File: src/hdl/apt_pkg.sv
// ----------------------------------------------------------------------------
// apt_pkg: shared types and constants of the animation progress timer
// Field widths, mode codes, register indexes and controller/datapath structs.
// ----------------------------------------------------------------------------
package apt_pkg;

    localparam int TIME_W = 32;
    localparam int PROG_W = 17;
    localparam int MODE_W = 17;
    localparam int FRAC_W = 16;
    localparam int QUO_W  = TIME_W + FRAC_W;
    localparam int STEP_W = 6;
    localparam int ADDR_W = 3;
    localparam int DATA_W = 32;

    // The divider produces one quotient bit per cycle over the full 48-bit dividend.
    localparam logic [STEP_W-1:0] DIV_LAST_STEP = STEP_W'(QUO_W - 1);

    localparam logic [TIME_W-1:0] PERIOD_RST   = 32'd1000;
    localparam logic [MODE_W-1:0] MODE_ONESHOT = '0;
    localparam logic [MODE_W-1:0] MODE_LOOP    = '1;
    localparam logic [PROG_W-1:0] PROG_FULL    = 17'h10000;

    localparam logic ACT_ARM   = 1'b0;
    localparam logic ACT_FRAME = 1'b1;

    localparam logic REG_PERIOD = 1'b0;
    localparam logic REG_REPEAT = 1'b1;

    typedef struct packed {
        logic arm;
        logic idle_frame;
        logic load;
        logic step;
        logic commit;
    } apt_cmd_t;

    typedef struct packed {
        logic running;
        logic out_free;
    } apt_sts_t;

endpackage

File: src/hdl/apt_if.sv
// ----------------------------------------------------------------------------
// apt_if: valid/ready channels of the animation progress timer
// Command channel (arm or frame) and result channel.
// ----------------------------------------------------------------------------
interface apt_cmd_if import apt_pkg::*; ();
    logic              valid;
    logic              ready;
    logic              action;
    logic [TIME_W-1:0] now_ms;

    modport source (output valid, action, now_ms, input ready);
    modport sink   (input valid, action, now_ms, output ready);
endinterface

interface apt_res_if import apt_pkg::*; ();
    logic              valid;
    logic              ready;
    logic [PROG_W-1:0] progress;
    logic              first_frame;
    logic              final_frame;

    modport source (output valid, progress, first_frame, final_frame, input ready);
    modport sink   (input valid, progress, first_frame, final_frame, output ready);
endinterface

File: src/hdl/animation_progress_timer_top.sv
// ----------------------------------------------------------------------------
// animation_progress_timer_top: frame-driven animation progress timer
// Turns millisecond frame times into Q16 round progress with round marks.
// ----------------------------------------------------------------------------
// Usage:
//   cmd carries one item per transfer: action 0 arms the animation and clears
//   its timing state, action 1 is a frame with the current time in now_ms.
//   result carries progress (Q16, 65536 is a complete round) and the
//   first_frame and final_frame marks. The APB port sets period_ms and
//   repeat_mode; write them only while the block is idle.
// Sequence:
//   An arm item, or a frame while the animation is stopped, gives no result.
//   A frame while running is loaded, the restoring divider produces one
//   quotient bit per cycle (32 bits of whole rounds, 16 bits of fraction)
//   and the result is committed; no new item is taken before the commit.
// Reset:
//   rst_n clears the animation to stopped and the registers to a period of
//   1000 ms and one-shot mode.
// Stalls:
//   A result waits in the output register while result.ready is low; the next
//   item is still taken, and its commit waits until the output is free.
// ----------------------------------------------------------------------------
module animation_progress_timer_top import apt_pkg::*; (
    input  logic              clk,
    input  logic              rst_n,
    apt_cmd_if.sink           cmd,
    apt_res_if.source         result,
    input  logic              psel,
    input  logic              penable,
    input  logic              pwrite,
    input  logic [ADDR_W-1:0] paddr,
    input  logic [DATA_W-1:0] pwdata,
    output logic [DATA_W-1:0] prdata,
    output logic              pready
);

    logic [TIME_W-1:0] period_ms;
    logic [MODE_W-1:0] repeat_mode;
    apt_cmd_t          ctl_cmd;
    apt_sts_t          dp_sts;

    apt_cfg u_cfg (
        .clk         (clk),
        .rst_n       (rst_n),
        .psel        (psel),
        .penable     (penable),
        .pwrite      (pwrite),
        .paddr       (paddr),
        .pwdata      (pwdata),
        .prdata      (prdata),
        .pready      (pready),
        .period_ms   (period_ms),
        .repeat_mode (repeat_mode)
    );

    apt_ctrl u_ctrl (
        .clk       (clk),
        .rst_n     (rst_n),
        .in_valid  (cmd.valid),
        .in_action (cmd.action),
        .in_ready  (cmd.ready),
        .sts       (dp_sts),
        .cmd       (ctl_cmd)
    );

    apt_dp u_dp (
        .clk         (clk),
        .rst_n       (rst_n),
        .cmd         (ctl_cmd),
        .sts         (dp_sts),
        .now_ms      (cmd.now_ms),
        .period_ms   (period_ms),
        .repeat_mode (repeat_mode),
        .out_ready   (result.ready),
        .out_valid   (result.valid),
        .progress    (result.progress),
        .first_frame (result.first_frame),
        .final_frame (result.final_frame)
    );

endmodule

File: src/hdl/apt_cfg.sv
// ----------------------------------------------------------------------------
// apt_cfg: APB register file
// Holds the round period and the repeat mode.
// ----------------------------------------------------------------------------
module apt_cfg import apt_pkg::*; (
    input  logic              clk,
    input  logic              rst_n,
    input  logic              psel,
    input  logic              penable,
    input  logic              pwrite,
    input  logic [ADDR_W-1:0] paddr,
    input  logic [DATA_W-1:0] pwdata,
    output logic [DATA_W-1:0] prdata,
    output logic              pready,
    output logic [TIME_W-1:0] period_ms,
    output logic [MODE_W-1:0] repeat_mode
);

    logic [TIME_W-1:0] period_reg;
    logic [MODE_W-1:0] repeat_reg;
    logic              wr_en;
    logic              reg_idx;

    assign pready  = 1'b1;
    assign wr_en   = psel & penable & pwrite & pready;
    assign reg_idx = paddr[2];

    always_ff @(posedge clk or negedge rst_n)
    begin
        if (!rst_n)
        begin
            period_reg <= PERIOD_RST;
            repeat_reg <= MODE_ONESHOT;
        end
        else if (wr_en)
        begin
            unique case (reg_idx)
                REG_PERIOD: period_reg <= pwdata[TIME_W-1:0];
                REG_REPEAT: repeat_reg <= pwdata[MODE_W-1:0];
                default:    period_reg <= period_reg;
            endcase
        end
    end

    always_comb
    begin
        unique case (reg_idx)
            REG_PERIOD: prdata = period_reg;
            REG_REPEAT: prdata = {{(DATA_W-MODE_W){repeat_reg[MODE_W-1]}}, repeat_reg};
            default:    prdata = '0;
        endcase
    end

    assign period_ms   = period_reg;
    assign repeat_mode = repeat_reg;

endmodule

File: src/hdl/apt_ctrl.sv
// ----------------------------------------------------------------------------
// apt_ctrl: sequencer of the animation progress timer
// Accepts items, runs the serial divider and commits each frame result.
// ----------------------------------------------------------------------------
module apt_ctrl import apt_pkg::*; (
    input  logic     clk,
    input  logic     rst_n,
    input  logic     in_valid,
    input  logic     in_action,
    output logic     in_ready,
    input  apt_sts_t sts,
    output apt_cmd_t cmd
);

    typedef enum logic [2:0] {
        S_IDLE = 3'b001,
        S_DIV  = 3'b010,
        S_FIN  = 3'b100
    } apt_state_t;

    apt_state_t        state_reg, state_next;
    logic [STEP_W-1:0] cnt_reg, cnt_next;

    always_comb
    begin
        state_next = state_reg;
        cnt_next   = cnt_reg;
        cmd        = '0;
        in_ready   = 1'b0;
        unique case (state_reg)
            S_IDLE:
            begin
                in_ready = 1'b1;
                if (in_valid)
                begin
                    if (in_action == ACT_ARM)
                        cmd.arm = 1'b1;
                    else if (!sts.running)
                        cmd.idle_frame = 1'b1;
                    else
                    begin
                        cmd.load   = 1'b1;
                        cnt_next   = '0;
                        state_next = S_DIV;
                    end
                end
            end
            S_DIV:
            begin
                cmd.step = 1'b1;
                cnt_next = cnt_reg + 1'b1;
                if (cnt_reg == DIV_LAST_STEP)
                    state_next = S_FIN;
            end
            S_FIN:
            begin
                // Hold the finished frame until the output register can take it.
                if (sts.out_free)
                begin
                    cmd.commit = 1'b1;
                    state_next = S_IDLE;
                end
            end
            default: state_next = S_IDLE;
        endcase
    end

    always_ff @(posedge clk or negedge rst_n)
    begin
        if (!rst_n)
        begin
            state_reg <= S_IDLE;
            cnt_reg   <= '0;
        end
        else
        begin
            state_reg <= state_next;
            cnt_reg   <= cnt_next;
        end
    end

    a_full_division: assert property (@(posedge clk) disable iff (!rst_n)
        state_reg == S_FIN |-> cnt_reg == DIV_LAST_STEP + 1'b1)
        else $error("frame committed before all quotient bits were produced");

    a_div_exit: assert property (@(posedge clk) disable iff (!rst_n)
        state_reg == S_DIV |=> state_reg == S_DIV || state_reg == S_FIN)
        else $error("division interrupted");

endmodule

File: src/hdl/apt_dp.sv
// ----------------------------------------------------------------------------
// apt_dp: datapath of the animation progress timer
// Timing state, a one-bit-per-cycle restoring divider and the result register.
// ----------------------------------------------------------------------------
module apt_dp import apt_pkg::*; (
    input  logic              clk,
    input  logic              rst_n,
    input  apt_cmd_t          cmd,
    output apt_sts_t          sts,
    input  logic [TIME_W-1:0] now_ms,
    input  logic [TIME_W-1:0] period_ms,
    input  logic [MODE_W-1:0] repeat_mode,
    input  logic              out_ready,
    output logic              out_valid,
    output logic [PROG_W-1:0] progress,
    output logic              first_frame,
    output logic              final_frame
);

    logic              running_reg;
    logic              started_reg;
    logic [TIME_W-1:0] start_reg;
    logic [PROG_W-1:0] cur_prog_reg;
    logic [PROG_W-1:0] prev_prog_reg;
    logic [TIME_W-1:0] prev_round_reg;
    logic              out_valid_reg;

    logic [TIME_W-1:0] now_reg;
    logic [TIME_W-1:0] rem_reg;
    logic [QUO_W-1:0]  acc_reg;
    logic [PROG_W-1:0] out_prog_reg;
    logic              out_first_reg;
    logic              out_final_reg;

    logic [TIME_W-1:0] per;
    logic              fresh;
    logic [TIME_W-1:0] gap;
    logic [TIME_W:0]   trial;
    logic              q_bit;
    logic [TIME_W:0]   rem_diff;

    logic [TIME_W-1:0] rounds;
    logic [PROG_W-1:0] frac;
    logic [TIME_W-1:0] limit;
    logic [PROG_W-1:0] res_prog;
    logic              res_first;
    logic              res_final;
    logic              emit;
    logic              run_after;
    logic [PROG_W-1:0] prev_prog_new;
    logic [TIME_W-1:0] prev_round_new;

    assign per   = (period_ms == '0) ? TIME_W'(1) : period_ms;
    assign fresh = (cur_prog_reg == '0) && !started_reg;
    // On the very first frame the start time is taken from this frame, so the gap is zero.
    assign gap   = fresh ? '0 : now_ms - start_reg;

    // The dividend is gap * 65536: the upper quotient bits are whole rounds, the
    // lower sixteen are the Q16 fraction of the current round.
    assign trial    = {rem_reg, acc_reg[QUO_W-1]};
    assign q_bit    = trial >= {1'b0, per};
    assign rem_diff = q_bit ? trial - {1'b0, per} : trial;

    assign rounds = acc_reg[QUO_W-1:FRAC_W];
    assign frac   = {1'b0, acc_reg[FRAC_W-1:0]};
    assign limit  = {{(TIME_W-MODE_W){repeat_mode[MODE_W-1]}}, repeat_mode};

    always_comb
    begin
        res_prog       = frac;
        res_first      = (cur_prog_reg == '0);
        res_final      = 1'b0;
        emit           = 1'b1;
        run_after      = 1'b1;
        prev_prog_new  = prev_prog_reg;
        prev_round_new = prev_round_reg;
        if (repeat_mode == MODE_ONESHOT)
        begin
            if (rounds != '0)
            begin
                res_prog  = PROG_FULL;
                res_final = 1'b1;
                run_after = 1'b0;
            end
        end
        else if (repeat_mode == MODE_LOOP)
        begin
            if (frac < prev_prog_reg)
            begin
                res_first = 1'b1;
                res_final = 1'b1;
            end
            prev_prog_new = frac;
        end
        else
        begin
            if (rounds > limit)
            begin
                run_after = 1'b0;
                emit      = 1'b0;
            end
            else
            begin
                if (rounds > prev_round_reg)
                    res_first = 1'b1;
                prev_round_new = rounds;
            end
        end
    end

    always_ff @(posedge clk or negedge rst_n)
    begin
        if (!rst_n)
        begin
            running_reg    <= 1'b0;
            started_reg    <= 1'b0;
            start_reg      <= '0;
            cur_prog_reg   <= '0;
            prev_prog_reg  <= '0;
            prev_round_reg <= '0;
            out_valid_reg  <= 1'b0;
        end
        else
        begin
            if (cmd.arm)
            begin
                running_reg    <= 1'b1;
                started_reg    <= 1'b0;
                start_reg      <= '0;
                cur_prog_reg   <= '0;
                prev_prog_reg  <= '0;
                prev_round_reg <= '0;
            end
            if (cmd.idle_frame)
                start_reg <= now_ms;
            if (cmd.load && fresh)
            begin
                started_reg <= 1'b1;
                start_reg   <= now_ms;
            end
            if (cmd.commit)
            begin
                running_reg    <= run_after;
                prev_prog_reg  <= prev_prog_new;
                prev_round_reg <= prev_round_new;
                if (emit)
                    cur_prog_reg <= res_prog;
                if (!run_after)
                    start_reg <= now_reg;
            end
            if (cmd.commit && emit)
                out_valid_reg <= 1'b1;
            else if (out_ready)
                out_valid_reg <= 1'b0;
        end
    end

    always_ff @(posedge clk)
    begin
        if (cmd.load)
        begin
            now_reg <= now_ms;
            rem_reg <= '0;
            acc_reg <= {gap, {FRAC_W{1'b0}}};
        end
        else if (cmd.step)
        begin
            rem_reg <= rem_diff[TIME_W-1:0];
            acc_reg <= {acc_reg[QUO_W-2:0], q_bit};
        end
        if (cmd.commit && emit)
        begin
            out_prog_reg  <= res_prog;
            out_first_reg <= res_first;
            out_final_reg <= res_final;
        end
    end

    assign sts.running  = running_reg;
    assign sts.out_free = !out_valid_reg || out_ready;

    assign out_valid   = out_valid_reg;
    assign progress    = out_prog_reg;
    assign first_frame = out_first_reg;
    assign final_frame = out_final_reg;

    a_prog_range: assert property (@(posedge clk) disable iff (!rst_n)
        out_valid_reg |-> out_prog_reg <= PROG_FULL)
        else $error("progress above one full round");

    a_full_is_final: assert property (@(posedge clk) disable iff (!rst_n)
        out_valid_reg && out_prog_reg == PROG_FULL |-> out_final_reg)
        else $error("complete progress without the last-frame mark");

endmodule

File: src/flat_wrapper.sv
// flat-port wrapper written by rule: the top's interface ports become plain ports
module animation_progress_timer_top_flat import apt_pkg::*;
  (clk, rst_n, psel, penable, pwrite, paddr, pwdata, prdata, pready, cmd_valid, cmd_action, cmd_now_ms, cmd_ready, result_valid, result_progress, result_first_frame, result_final_frame, result_ready);
  apt_cmd_if cmd_i ();
  apt_res_if result_i ();
  input  logic clk;
  input  logic rst_n;
  input  logic psel;
  input  logic penable;
  input  logic pwrite;
  input  logic [ADDR_W-1:0] paddr;
  input  logic [DATA_W-1:0] pwdata;
  output logic [DATA_W-1:0] prdata;
  output logic pready;
  input wire logic [$bits(cmd_i.valid)-1:0] cmd_valid;
  input wire logic [$bits(cmd_i.action)-1:0] cmd_action;
  input wire logic [$bits(cmd_i.now_ms)-1:0] cmd_now_ms;
  output wire logic [$bits(cmd_i.ready)-1:0] cmd_ready;
  output wire logic [$bits(result_i.valid)-1:0] result_valid;
  output wire logic [$bits(result_i.progress)-1:0] result_progress;
  output wire logic [$bits(result_i.first_frame)-1:0] result_first_frame;
  output wire logic [$bits(result_i.final_frame)-1:0] result_final_frame;
  input wire logic [$bits(result_i.ready)-1:0] result_ready;
  assign cmd_i.valid = cmd_valid;
  assign cmd_i.action = cmd_action;
  assign cmd_i.now_ms = cmd_now_ms;
  assign cmd_ready = cmd_i.ready;
  assign result_valid = result_i.valid;
  assign result_progress = result_i.progress;
  assign result_first_frame = result_i.first_frame;
  assign result_final_frame = result_i.final_frame;
  assign result_i.ready = result_ready;
  animation_progress_timer_top u_core (.clk(clk), .rst_n(rst_n), .cmd(cmd_i), .result(result_i), .psel(psel), .penable(penable), .pwrite(pwrite), .paddr(paddr), .pwdata(pwdata), .prdata(prdata), .pready(pready));
endmodule
File: config.mk
export PLATFORM = sky130hd
export DESIGN_NAME = animation_progress_timer_top_flat
export DESIGN_NICKNAME = d
export VERILOG_FILES = /design/src/hdl/apt_pkg.sv /design/src/hdl/apt_if.sv /design/src/hdl/animation_progress_timer_top.sv /design/src/hdl/apt_cfg.sv /design/src/hdl/apt_ctrl.sv /design/src/hdl/apt_dp.sv /design/src/flat_wrapper.sv
export SDC_FILE = /design/constraint.sdc
export NUM_CORES = 1
export LEC_CHECK = 0
export ABC_AREA = 0
export BUFFER_PORTS_ARGS = -buffer_cell sky130_fd_sc_hd__buf_4
export CAP_MARGIN = 0
export CORE_MARGIN = 4
export CORE_UTILIZATION = 45
export CTS_CLUSTER_SIZE = 40
export DETAILED_ROUTE_END_ITERATION = 6
export HOLD_SLACK_MARGIN = 0.12
export PLACE_DENSITY = 0.6
export REMOVE_ABC_BUFFERS = 1
export SYNTH_ARGS = -nofsm -noshare
export SYNTH_HDL_FRONTEND = slang
export SYNTH_SLANG_ARGS = --single-unit
File: constraint.sdc
create_clock -name clk -period 11.25 [get_ports clk]
set_clock_uncertainty 0.05 [all_clocks]
set_input_delay 2.25 -clock clk [delete_from_list [all_inputs] [get_ports clk]]
set_output_delay 2.25 -clock clk [all_outputs]
set_load 0.05 [all_outputs]
==> metrics.txt, run 1 <==
status complete, no violations; R2R Path Start u_core.u_cfg.period_ms[30]$_DFFE_PN0P_; DP Wirelength around 31,000 um; DR iter-0 viols slightly above 900; worst min-delay path category flip-flop to flip-flop; RSZ-0062 raised after global routing false; critical path capture point prdata[30]; FFs w/ async S/R, synth 0.547; Layout area overhead 14.9%; EDFF count, synth 83; num rows 71; initial antenna violation count 0; Port-buffer cells between 100 and 150; peak supply drop 0.000134 V; Final Setup Violations 0; I/O pins approximately 130; crit path launch type input port; Fin. Hold Viols 0; reg-to-reg slack, setup about 6.6 ns; CP max FO 50; fin. max-slew vios 0; Max Buffers Root-to-Sink 3; CTS resizes 0; data arrival time of the worst path ~3.6 ns; First-pass DRT Iterations 6; die height about 200 um; Non-Filler Instances 2,436; fin util 0.526; Critical Path RT about 9.0 ns; clock sink count about 290; share of cells above drive strength 1 0.167; mean number of vias per cell 5.60; H-tree levels 2; max reg flops 48; Distinct cells, synth roughly 90; Routed Wire Length between 40,000 and 50,000 um; worst-skew pair later-pin latency approximately 0.55 ns; setup TNS 0 ns; fmax 170 MHz; commonest non-fill, non-tap cell in the layout nand2_1; worst hold path cell count 1; width of the die 204 um; DR DRC count 0; P_leak a little under 9 nW; cts-stage hold buffer count 0; Post-Synthesis Cells between 1,500 and 2,000; syn_area_per_cell 9.61 um2; GRT Residual Overflow 0; synthesis-stage register bit count 289; final worst path period share 0.523; die area approximately 42,000 um2; FF-to-FF End u_core.u_dp.rem_reg[25]$_SDFFE_PP0P_; pre-CTS WS about 5.4 ns; Mapped Area about 17,000 um2; relative slew slack 0.169; largest net degree at the start of global routing between 80 and 90; Synth Warn # 0; gr usage total 0.208; Antenna Nets Post-Route 0; Clock transition at path regs 0.06 ns; antenna cell count 0; Most used DFF post-synth dfrtp_1; worst r2r path cells 13; TritonCTS buffer count 36; cell area power density between 150 and 200 nW/um2; worst setup path class input port to primary output; placer congestion estimate between 0.8 and 0.9; crit path from paddr[2]; vias in the first global route ~13,000; Initial Util 0.458; fin crit period a little under 6 ns; commonest cells after routing, fill and taps aside 227 x nand2_1, 151 x dfrtp_1, 145 x inv_1; crit path capture type primary output; Post-CTS Setup Bufs 0; worst-margin pin slew between 1 and 1.5 ns; hold_sp u_core.u_dp.now_reg[4]$_DFFE_PP_; sequential area share after synthesis 0.428; Post-layout nets 2,118; CTS tree yes; root buffer cell clkbuf_16; MaxCap Viol Count 0; first-pass GRT wire length just over 70,000 um; DP Cell Count about 2,400; DR WL/cell approximately 18 um; via count between 10,000 and 15,000; area of the core ~38,000 um2; WHS about 0.42 ns; setup ws final 5.37 ns
[through the flow]
| stage | area, um2 | power [mW] |
|---|---|---|
| global route | 19900 | 3.85 |
| detailed placement | 18700 | 2.46 |
| floorplan | 16900 | 2.14 |
| finish | 19900 | 3.63 |
| CTS | 19900 | 3.66 |
| global placement | 18700 | 2.43 |
[power by group]
part	internal, mW	switching (mW)
Sequential	1.20	0.0906
Combinational	0.460	0.692
Clock	0.729	0.459
Total	2.39	1.24
[worst min-delay path by stage]
stage | slack (ns) | to
floorplan | 0.40 | u_core.u_dp.rem_reg[14]$_SDFFE_PP0P_
global placement | 0.41 | u_core.u_dp.start_reg[8]$_DFF_PN0_
detailed placement | 0.41 | u_core.u_dp.start_reg[4]$_DFF_PN0_
CTS | 0.42 | u_core.u_dp.rem_reg[2]$_SDFFE_PP0P_
global route | 0.43 | u_core.u_dp.start_reg[15]$_DFF_PN0_
finish | 0.42 | u_core.u_dp.start_reg[4]$_DFF_PN0_
[worst max-delay path, stage by stage]
cell and delay [ns]:
buf_4 0.39, nand2_1 0.44, o21ai_0 0.25, buf_4 0.24
[synthesized netlist by cell type (5+ instances only)]
cell type / number / area [um2]
nand2_1: 227 / 852
dfrtp_1: 151 / 3780
inv_1: 145 / 544
ha_1: 143 / 1790
o21ai_0: 110 / 551
a21oi_1: 95 / 475
edfxtp_1: 83 / 2490
mux2_2: 82 / 923
o31ai_1: 82 / 616
nor2_1: 73 / 274
nand3_1: 60 / 300
clkbuf_1: 52 / 195
dfxtp_1: 48 / 961
a21o_1: 46 / 345
nand4_1: 33 / 206
nor4_1: 28 / 175
xor2_1: 27 / 236
xnor2_1: 23 / 201
a22o_1: 21 / 184
o21ai_1: 21 / 105
buf_2: 19 / 95.1
and2_1: 18 / 113
nand2b_1: 15 / 93.8
nor2b_1: 15 / 93.8
nor3_1: 14 / 70.1
o211ai_1: 11 / 82.6
o21a_1: 11 / 82.6
mux2i_1: 10 / 100
a31oi_1: 7 / 43.8
buf_4: 7 / 52.6
dfstp_2: 7 / 184
a211oi_1: 6 / 45.0
and3_1: 6 / 37.5
or3_1: 6 / 37.5
a21oi_2: 5 / 43.8
a32o_1: 5 / 50.1
nor3b_1: 5 / 37.5
o21bai_1: 5 / 37.5
[area by class of cell]
cell class,count,area (um2)
Timing Repair Buffer,140,1050
Multi-Input combinational cell,1285,9020
Clock inverter,17,195
Sequential cell,289,7420
Clock buffer,48,1020
Inverter,146,548
Fill cell,3481,18000
Tap cell,511,639
[logic make-up after synthesis]
group           synth area share
mux                       0.0591
flops                      0.428
compound gates             0.185
simple gates               0.144
xor+xnor                  0.0253
buf+inv                   0.0530
fa+ha+maj                  0.106
other cells             0.000217
[layer usage]
metal,up-vias,share of wire,global-route usage
li1,6711,-,-
met1,6611,0.49,0.300
met2,257,0.45,0.331
met3,58,0.041,0.0348
met4,0,0.019,0.0471
met5,-,0,0
No activity file was read; power rests on OpenSTA's default activity.
==> run 2, diff against run 1 <==
Clock period 11.25 ns to 5.65 ns, I/O delays scaled along.
==> run 2 against run 1 <==
Effect of this change: sequential power grew 99%; register-to-register slack lost 5.1 ns; utilization grew 0.063 points; clock-buffer cell count shrank 1; final area grew 0.12%; combinational power grew 99%; worst setup slack lost 4.0 ns; die area is the same; routed wire length shrank 1.2%; power grew 99%; via count shrank 0.41%; critical path type is now flip-flop to flip-flop; critical endpoint is now u_core.u_dp.rem_reg[21]$_SDFFE_PP0P_.
==> metrics.txt, run 2 (same netlist as run 1, synthesis figures left out) <==
DR DRC count 0 (unchanged); crit path capture type flip-flop; setup TNS 0 ns (unchanged); gr usage total 0.207 (-0.000909); via count 13,600 (-0.41%); First-pass DRT Iterations 5 (-1); cell area power density 364 nW/um2 (+99%); P_leak 8.69 nW (about the same); Critical Path RT 6.03 ns (-2.92 ns); share of cells above drive strength 1 0.167 (unchanged); DP Cell Count 2,372 (+0.042%); WHS 0.420 ns (-0.00278 ns); Seq pwr share 0.355 (about the same); Post-layout nets 2,119 (+0.047%); GR peak layer met2; CTS tree yes; worst hold path cell count 2 (+1); worst-skew pair later-pin latency 0.53 ns (-0.02 ns); Clock transition at path regs 0.06 ns (about the same); worst setup path class flip-flop to flip-flop; CTS resizes 0 (unchanged); vias in the first global route 13,100 (-0.82%); area of the core 37,800 um2 (unchanged); CP max FO 44 (-12%); clock sink count 289 (unchanged); DR iter-0 viols 833 (-11%); fin crit period 4.24 ns; fmax roughly 240 MHz; GRT Residual Overflow 0 (unchanged); cell-internal power 4.80 mW (+100%); cts-stage hold buffer count 0 (unchanged); fin util 0.526 (+0.000628); Routed Wire Length 43,100 um (-1.2%); Non-Filler Instances 2,436 (unchanged); worst-margin pin slew 1.30 ns (+0.0553 ns); H-tree levels 2 (unchanged); antenna cell count 0 (unchanged); clock power share 0.329 (+0.002); Max Buffers Root-to-Sink 3 (unchanged); DP Wirelength 31,000 um (+0.49%); Post-CTS Setup Bufs 0 (unchanged); commonest non-fill, non-tap cell in the layout nand2_1; post-route cell area 19,900 um2 (+0.12%); Comb power frac 0.316 (about the same); MaxCap Viol Count 0 (unchanged); met2 Use GR 0.319 (-0.0115); data arrival time of the worst path 4.62 ns (+1.04 ns); Initial Util 0.458 (unchanged); Switching Fraction 0.338 (-0.00426); root buffer cell clkbuf_16; Layout area overhead 15.0%; max reg flops 48 (unchanged); placer congestion estimate 0.852 (-1.4%); Post-DP Area 18,700 um2 (about the same); final worst path period share 0.750; die height 204 um (unchanged); worst r2r path cells 13 (unchanged); total net switching power 2.44 mW (+97%); Final Setup Violations 0 (unchanged); Port-buffer cells 125 (unchanged); commonest cells after routing, fill and taps aside 227 x nand2_1, 151 x dfrtp_1, 145 x inv_1; crit path launch type flip-flop; Antenna Nets Post-Route 0 (unchanged); die area 41,700 um2 (unchanged); area of the multi-input gates 9020 um2 (unchanged); status complete, no violations; initial antenna violation count 0 (unchanged); I/O pins 129 (unchanged); relative slew slack 0.132 (-0.0369); peak supply drop 0.000257 V (+91%); num rows 71 (unchanged); TritonCTS buffer count 36 (unchanged); met3 global-route usage 0.0305 (-0.00428); DR WL/cell 17.7 um (-1.2%); register area 7420 um2 (unchanged); fin. max-slew vios 0 (unchanged); mean number of vias per cell 5.58 (-0.41%); largest net degree at the start of global routing 70 (-20%); first-pass GRT wire length 70,200 um (-0.63%); worst min-delay path category flip-flop to flip-flop; width of the die 204 um (unchanged); Fillers 3,536 (+1.6%); Fin. Hold Viols 0 (unchanged); RSZ-0062 raised after global routing false; M1 GR Usage 0.304 (+0.00453)
[run 2: worst paths after layout]
kind                            slack, ns                                   start                                    endpoint
min in group asynchronous            0.54                                   rst_n         u_core.u_dp.start_reg[28]$_DFF_PN0_
worst min-delay path                 0.42     u_core.u_dp.rem_reg[8]$_SDFFE_PP0P_         u_core.u_dp.rem_reg[8]$_SDFFE_PP0P_
worst max-delay path                 1.41  u_core.u_cfg.period_ms[30]$_DFFE_PN0P_        u_core.u_dp.rem_reg[21]$_SDFFE_PP0P_
worst max register to register       1.41  u_core.u_cfg.period_ms[30]$_DFFE_PN0P_        u_core.u_dp.rem_reg[21]$_SDFFE_PP0P_
max in group asynchronous            3.76                                   rst_n  u_core.u_dp.prev_round_reg[27]$_DFFE_PN0P_
worst min register to register       0.42     u_core.u_dp.rem_reg[8]$_SDFFE_PP0P_         u_core.u_dp.rem_reg[8]$_SDFFE_PP0P_
[run 2: per-layer routing]
layer  share of wire  vias up
met4           0.022        0
met3           0.044       56
li1                -     6712
met1            0.49     6554
met2            0.45      259
met5               0        -
[run 2: per-stage QoR]
stage	power, mW	worst slack (ns)
after floorplan	4.25	0.544
after global placement	4.84	1.19
after detailed placement	4.89	1.15
after CTS	7.31	1.48
after global routing	7.69	1.14
final	7.24	1.41
[run 2: power by group through the flow]
stage	Clock [mW]	Combinational [mW]	Sequential, mW
2_1_floorplan	0	1.71	2.54
3_3_place_gp	0	2.24	2.60
3_5_place_dp	0	2.28	2.61
4_1_cts	2.44	2.29	2.57
5_1_grt	2.54	2.55	2.60
6_report	2.38	2.29	2.57
[run 2: final cells by class]
class | count | share of cell area
clock buffer | 47 | 0.0509
inverter | 146 | 0.0275
multi-input combinational | 1285 | 0.453
timing repair buffer | 141 | 0.0533
clock inverter | 17 | 0.0108
sequential | 289 | 0.372
tap | 511 | 0.0321
[run 2: critical path, cell delays in order (launching register included)]
cell	delay, ns
dfrtp_1	0.39
nor4_1	0.54
nand4_1	0.19
o21bai_1	0.17
ha_1	0.20
nor2b_1	0.07
o31a_1	0.31
o2111ai_2	0.31
a21oi_1	0.22
a21o_1	0.34
a21oi_4	0.43
buf_4	0.48
o21ai_0	0.18
a22o_1	0.21
==> run 3, diff against run 2 <==
Settings changed: PLACE_DENSITY 0.6 to 0.62.
Clock period 5.65 ns to 3.8 ns, I/O delays scaled along.
==> run 3 against run 2 <==
Effect of this change: worst setup slack got worse by 1.2 ns; critical endpoint is now u_core.u_dp.rem_reg[23]$_SDFFE_PP0P_; global-route usage rose by 0.36 points; die area did not move; largest cell class unchanged; final area rose by 1.8%; power rose by 50%; final cell count rose by 1.5%; non-clock buffer count rose by 38; sequential power rose by 49%; sequential cell count did not move; worst hold slack got worse by 0.16 ns; critical path depth rose by 1.
==> metrics.txt, run 3 (same netlist as run 1, synthesis figures left out) <==
RSZ-0062 raised after global routing false; Routed Wire Length 44,200 um (+2.4%); Tot Pwr 10.9 mW (+50%); share of cells above drive strength 1 0.184 (+0.0172); total net switching power 3.72 mW (+52%); root buffer cell clkbuf_16; setup TNS 0 ns (unchanged); clock sink count 289 (unchanged); Layout area overhead 17.1%; Port-buffer cells 125 (unchanged); vias in the first global route 13,500 (+2.7%); Switching Fraction 0.341 (+0.00353); Clock transition at path regs 0.06 ns (about the same); num rows 71 (unchanged); crit path capture type flip-flop; Critical Path RT 4.14 ns (-1.89 ns); cell area power density 537 nW/um2 (+48%); P_leak 8.88 nW (+2.2%); relative slew slack 0.387 (+0.255); via count 13,800 (+1.8%); Comb power frac 0.324 (+0.008); DP Wirelength 31,300 um (+1.1%); CTS tree yes; Antenna Nets Post-Route 0 (unchanged); DR DRC count 0 (unchanged); Max Buffers Root-to-Sink 3 (unchanged); Initial Util 0.458 (unchanged); worst-margin pin slew 0.913 ns (-0.389 ns); most used cell, CP buf_4; TritonCTS buffer count 35 (-2.8%); Fin. Hold Viols 0 (unchanged); post-route cell area 20,300 um2 (+1.8%); I/O pins 129 (unchanged); antenna cell count 0 (unchanged); fmax 280 MHz (+19%); mean number of vias per cell 5.59 (+0.32%); worst-skew pair later-pin latency 0.54 ns (about the same); Final Setup Violations 0 (unchanged); width of the die 204 um (unchanged); largest net degree at the start of global routing 79 (+13%); die height 204 um (unchanged); First-pass DRT Iterations 5 (unchanged); fin crit period 3.57 ns (-0.665 ns); peak supply drop 0.000416 V (+62%); fin. max-slew vios 0 (unchanged); commonest non-fill, non-tap cell in the layout nand2_1; Fillers 3,497 (-1.1%); final worst path period share 0.941 (+0.190); worst min-delay path category input port to asynchronous set/reset pin; worst setup path class flip-flop to flip-flop; GRT Residual Overflow 0 (unchanged); Post-layout nets 2,156 (+1.7%); MaxCap Viol Count 0 (unchanged); H-tree levels 2 (unchanged); critical path, cell by cell nor4_1 -> buf_4 -> nand4_1 -> o21bai_1 -> ha_1 -> nor2b_1 -> o31a_1 -> o2111ai_2 -> a21oi_1 -> a21o_1 -> a21oi_4 -> buf_4 -> mux2i_1 -> o21ai_1; CP max stage cell dfrtp_1; clock power share 0.326 (-0.003); gr usage total 0.211 (+0.00356); crit path launch type flip-flop; register area 7420 um2 (unchanged); data arrival time of the worst path 3.92 ns (-0.70 ns); max incr delay on CP 0.39 ns (-0.15 ns); max reg flops 48 (unchanged); DR WL/cell 17.9 um (+0.85%); first-pass GRT wire length 71,600 um (+1.9%); die area 41,700 um2 (unchanged); DR iter-0 viols 950 (+14%); Seq pwr share 0.351 (-0.004); initial antenna violation count 0 (unchanged); cell-internal power 7.18 mW (+50%); Post-DP Area 19,000 um2 (+1.8%); status complete, no violations; CP max FO 10 (-77%); area of the core 37,800 um2 (unchanged); commonest cells after routing, fill and taps aside 227 x nand2_1, 174 x buf_4, 151 x dfrtp_1; WHS 0.256 ns (-0.164 ns); area of the multi-input gates 9050 um2 (+0.33%); placer congestion estimate 0.884 (+3.7%)
==> run 3: per-stage QoR <==
step | cells | setup slack [ns] | utilization
2_1_floorplan | 1720 | -1.31 | -
3_3_place_gp | 2410 | -0.0820 | 0.502
5_1_grt | 2473 | 0.0122 | 0.536
3_5_place_dp | 2410 | -0.0761 | 0.502
6_report | 2473 | 0.226 | 0.536
4_1_cts | 2473 | 0.0648 | 0.535
==> run 3: final timing paths <==
check	from	endpoint	slack, ns	cells past startpoint
min in group clk	cmd_now_ms[20]	u_core.u_dp.now_reg[20]$_DFFE_PP_	0.37	1
min	rst_n	u_core.u_dp.start_reg[28]$_DFF_PN0_	0.26	1
max reg2reg	u_core.u_cfg.period_ms[22]$_DFFE_PN0P_	u_core.u_dp.rem_reg[23]$_SDFFE_PP0P_	0.23	14
max	u_core.u_cfg.period_ms[22]$_DFFE_PN0P_	u_core.u_dp.rem_reg[23]$_SDFFE_PP0P_	0.23	14
min reg2reg	u_core.u_dp.now_reg[15]$_DFFE_PP_	u_core.u_dp.start_reg[15]$_DFF_PN0_	0.42	1
max in group asynchronous	rst_n	u_core.u_cfg.period_ms[6]$_DFFE_PN1P_	2.59	2
==> run 3: metal layers <==
metal | share of wire | track usage | wire length (um) | up-vias
li1 | - | - | - | 6779
met1 | 0.49 | 0.302 | 21500 | 6681
met2 | 0.44 | 0.330 | 19600 | 305
met3 | 0.050 | 0.0400 | 2210 | 66
met4 | 0.020 | 0.0534 | 902 | 0
met5 | 0 | 0 | 0 | -
==> run 3: cell type report <==
class,instances,share of cell area
multi-input combinational,1285,0.446
sequential,289,0.366
timing repair buffer,179,0.0689
clock buffer,52,0.0535
tap,511,0.0315
inverter,146,0.0270
clock inverter,11,0.00685
==> run 3: repair_timing <==
item,in CTS,in global routing
resized for setup,0,6
hold buffers,0,0
endpoints found under the setup margin,0,26
setup buffers,0,0
==> run 3: power by group through the flow <==
stage,clock (mW),combinational (mW),sequential [mW]
after detailed placement,0,3.49,3.87
final,3.55,3.53,3.82
after floorplan,0,2.55,3.78
after global routing,3.76,3.91,3.86
after CTS,3.63,3.52,3.81
after global placement,0,3.42,3.86
==> run 3: worst max-delay path, delay by kind of cell (launching register included) <==
| family | cells | cell delay (ns) |
|---|---|---|
| AOI/OAI and AO/OA | 7 | 1.54 |
| adders and majority gates | 1 | 0.20 |
| buffers and inverters | 2 | 0.42 |
| DFF | 1 | 0.39 |
| muxes | 1 | 0.25 |
| and+or+nand+nor | 3 | 0.57 |
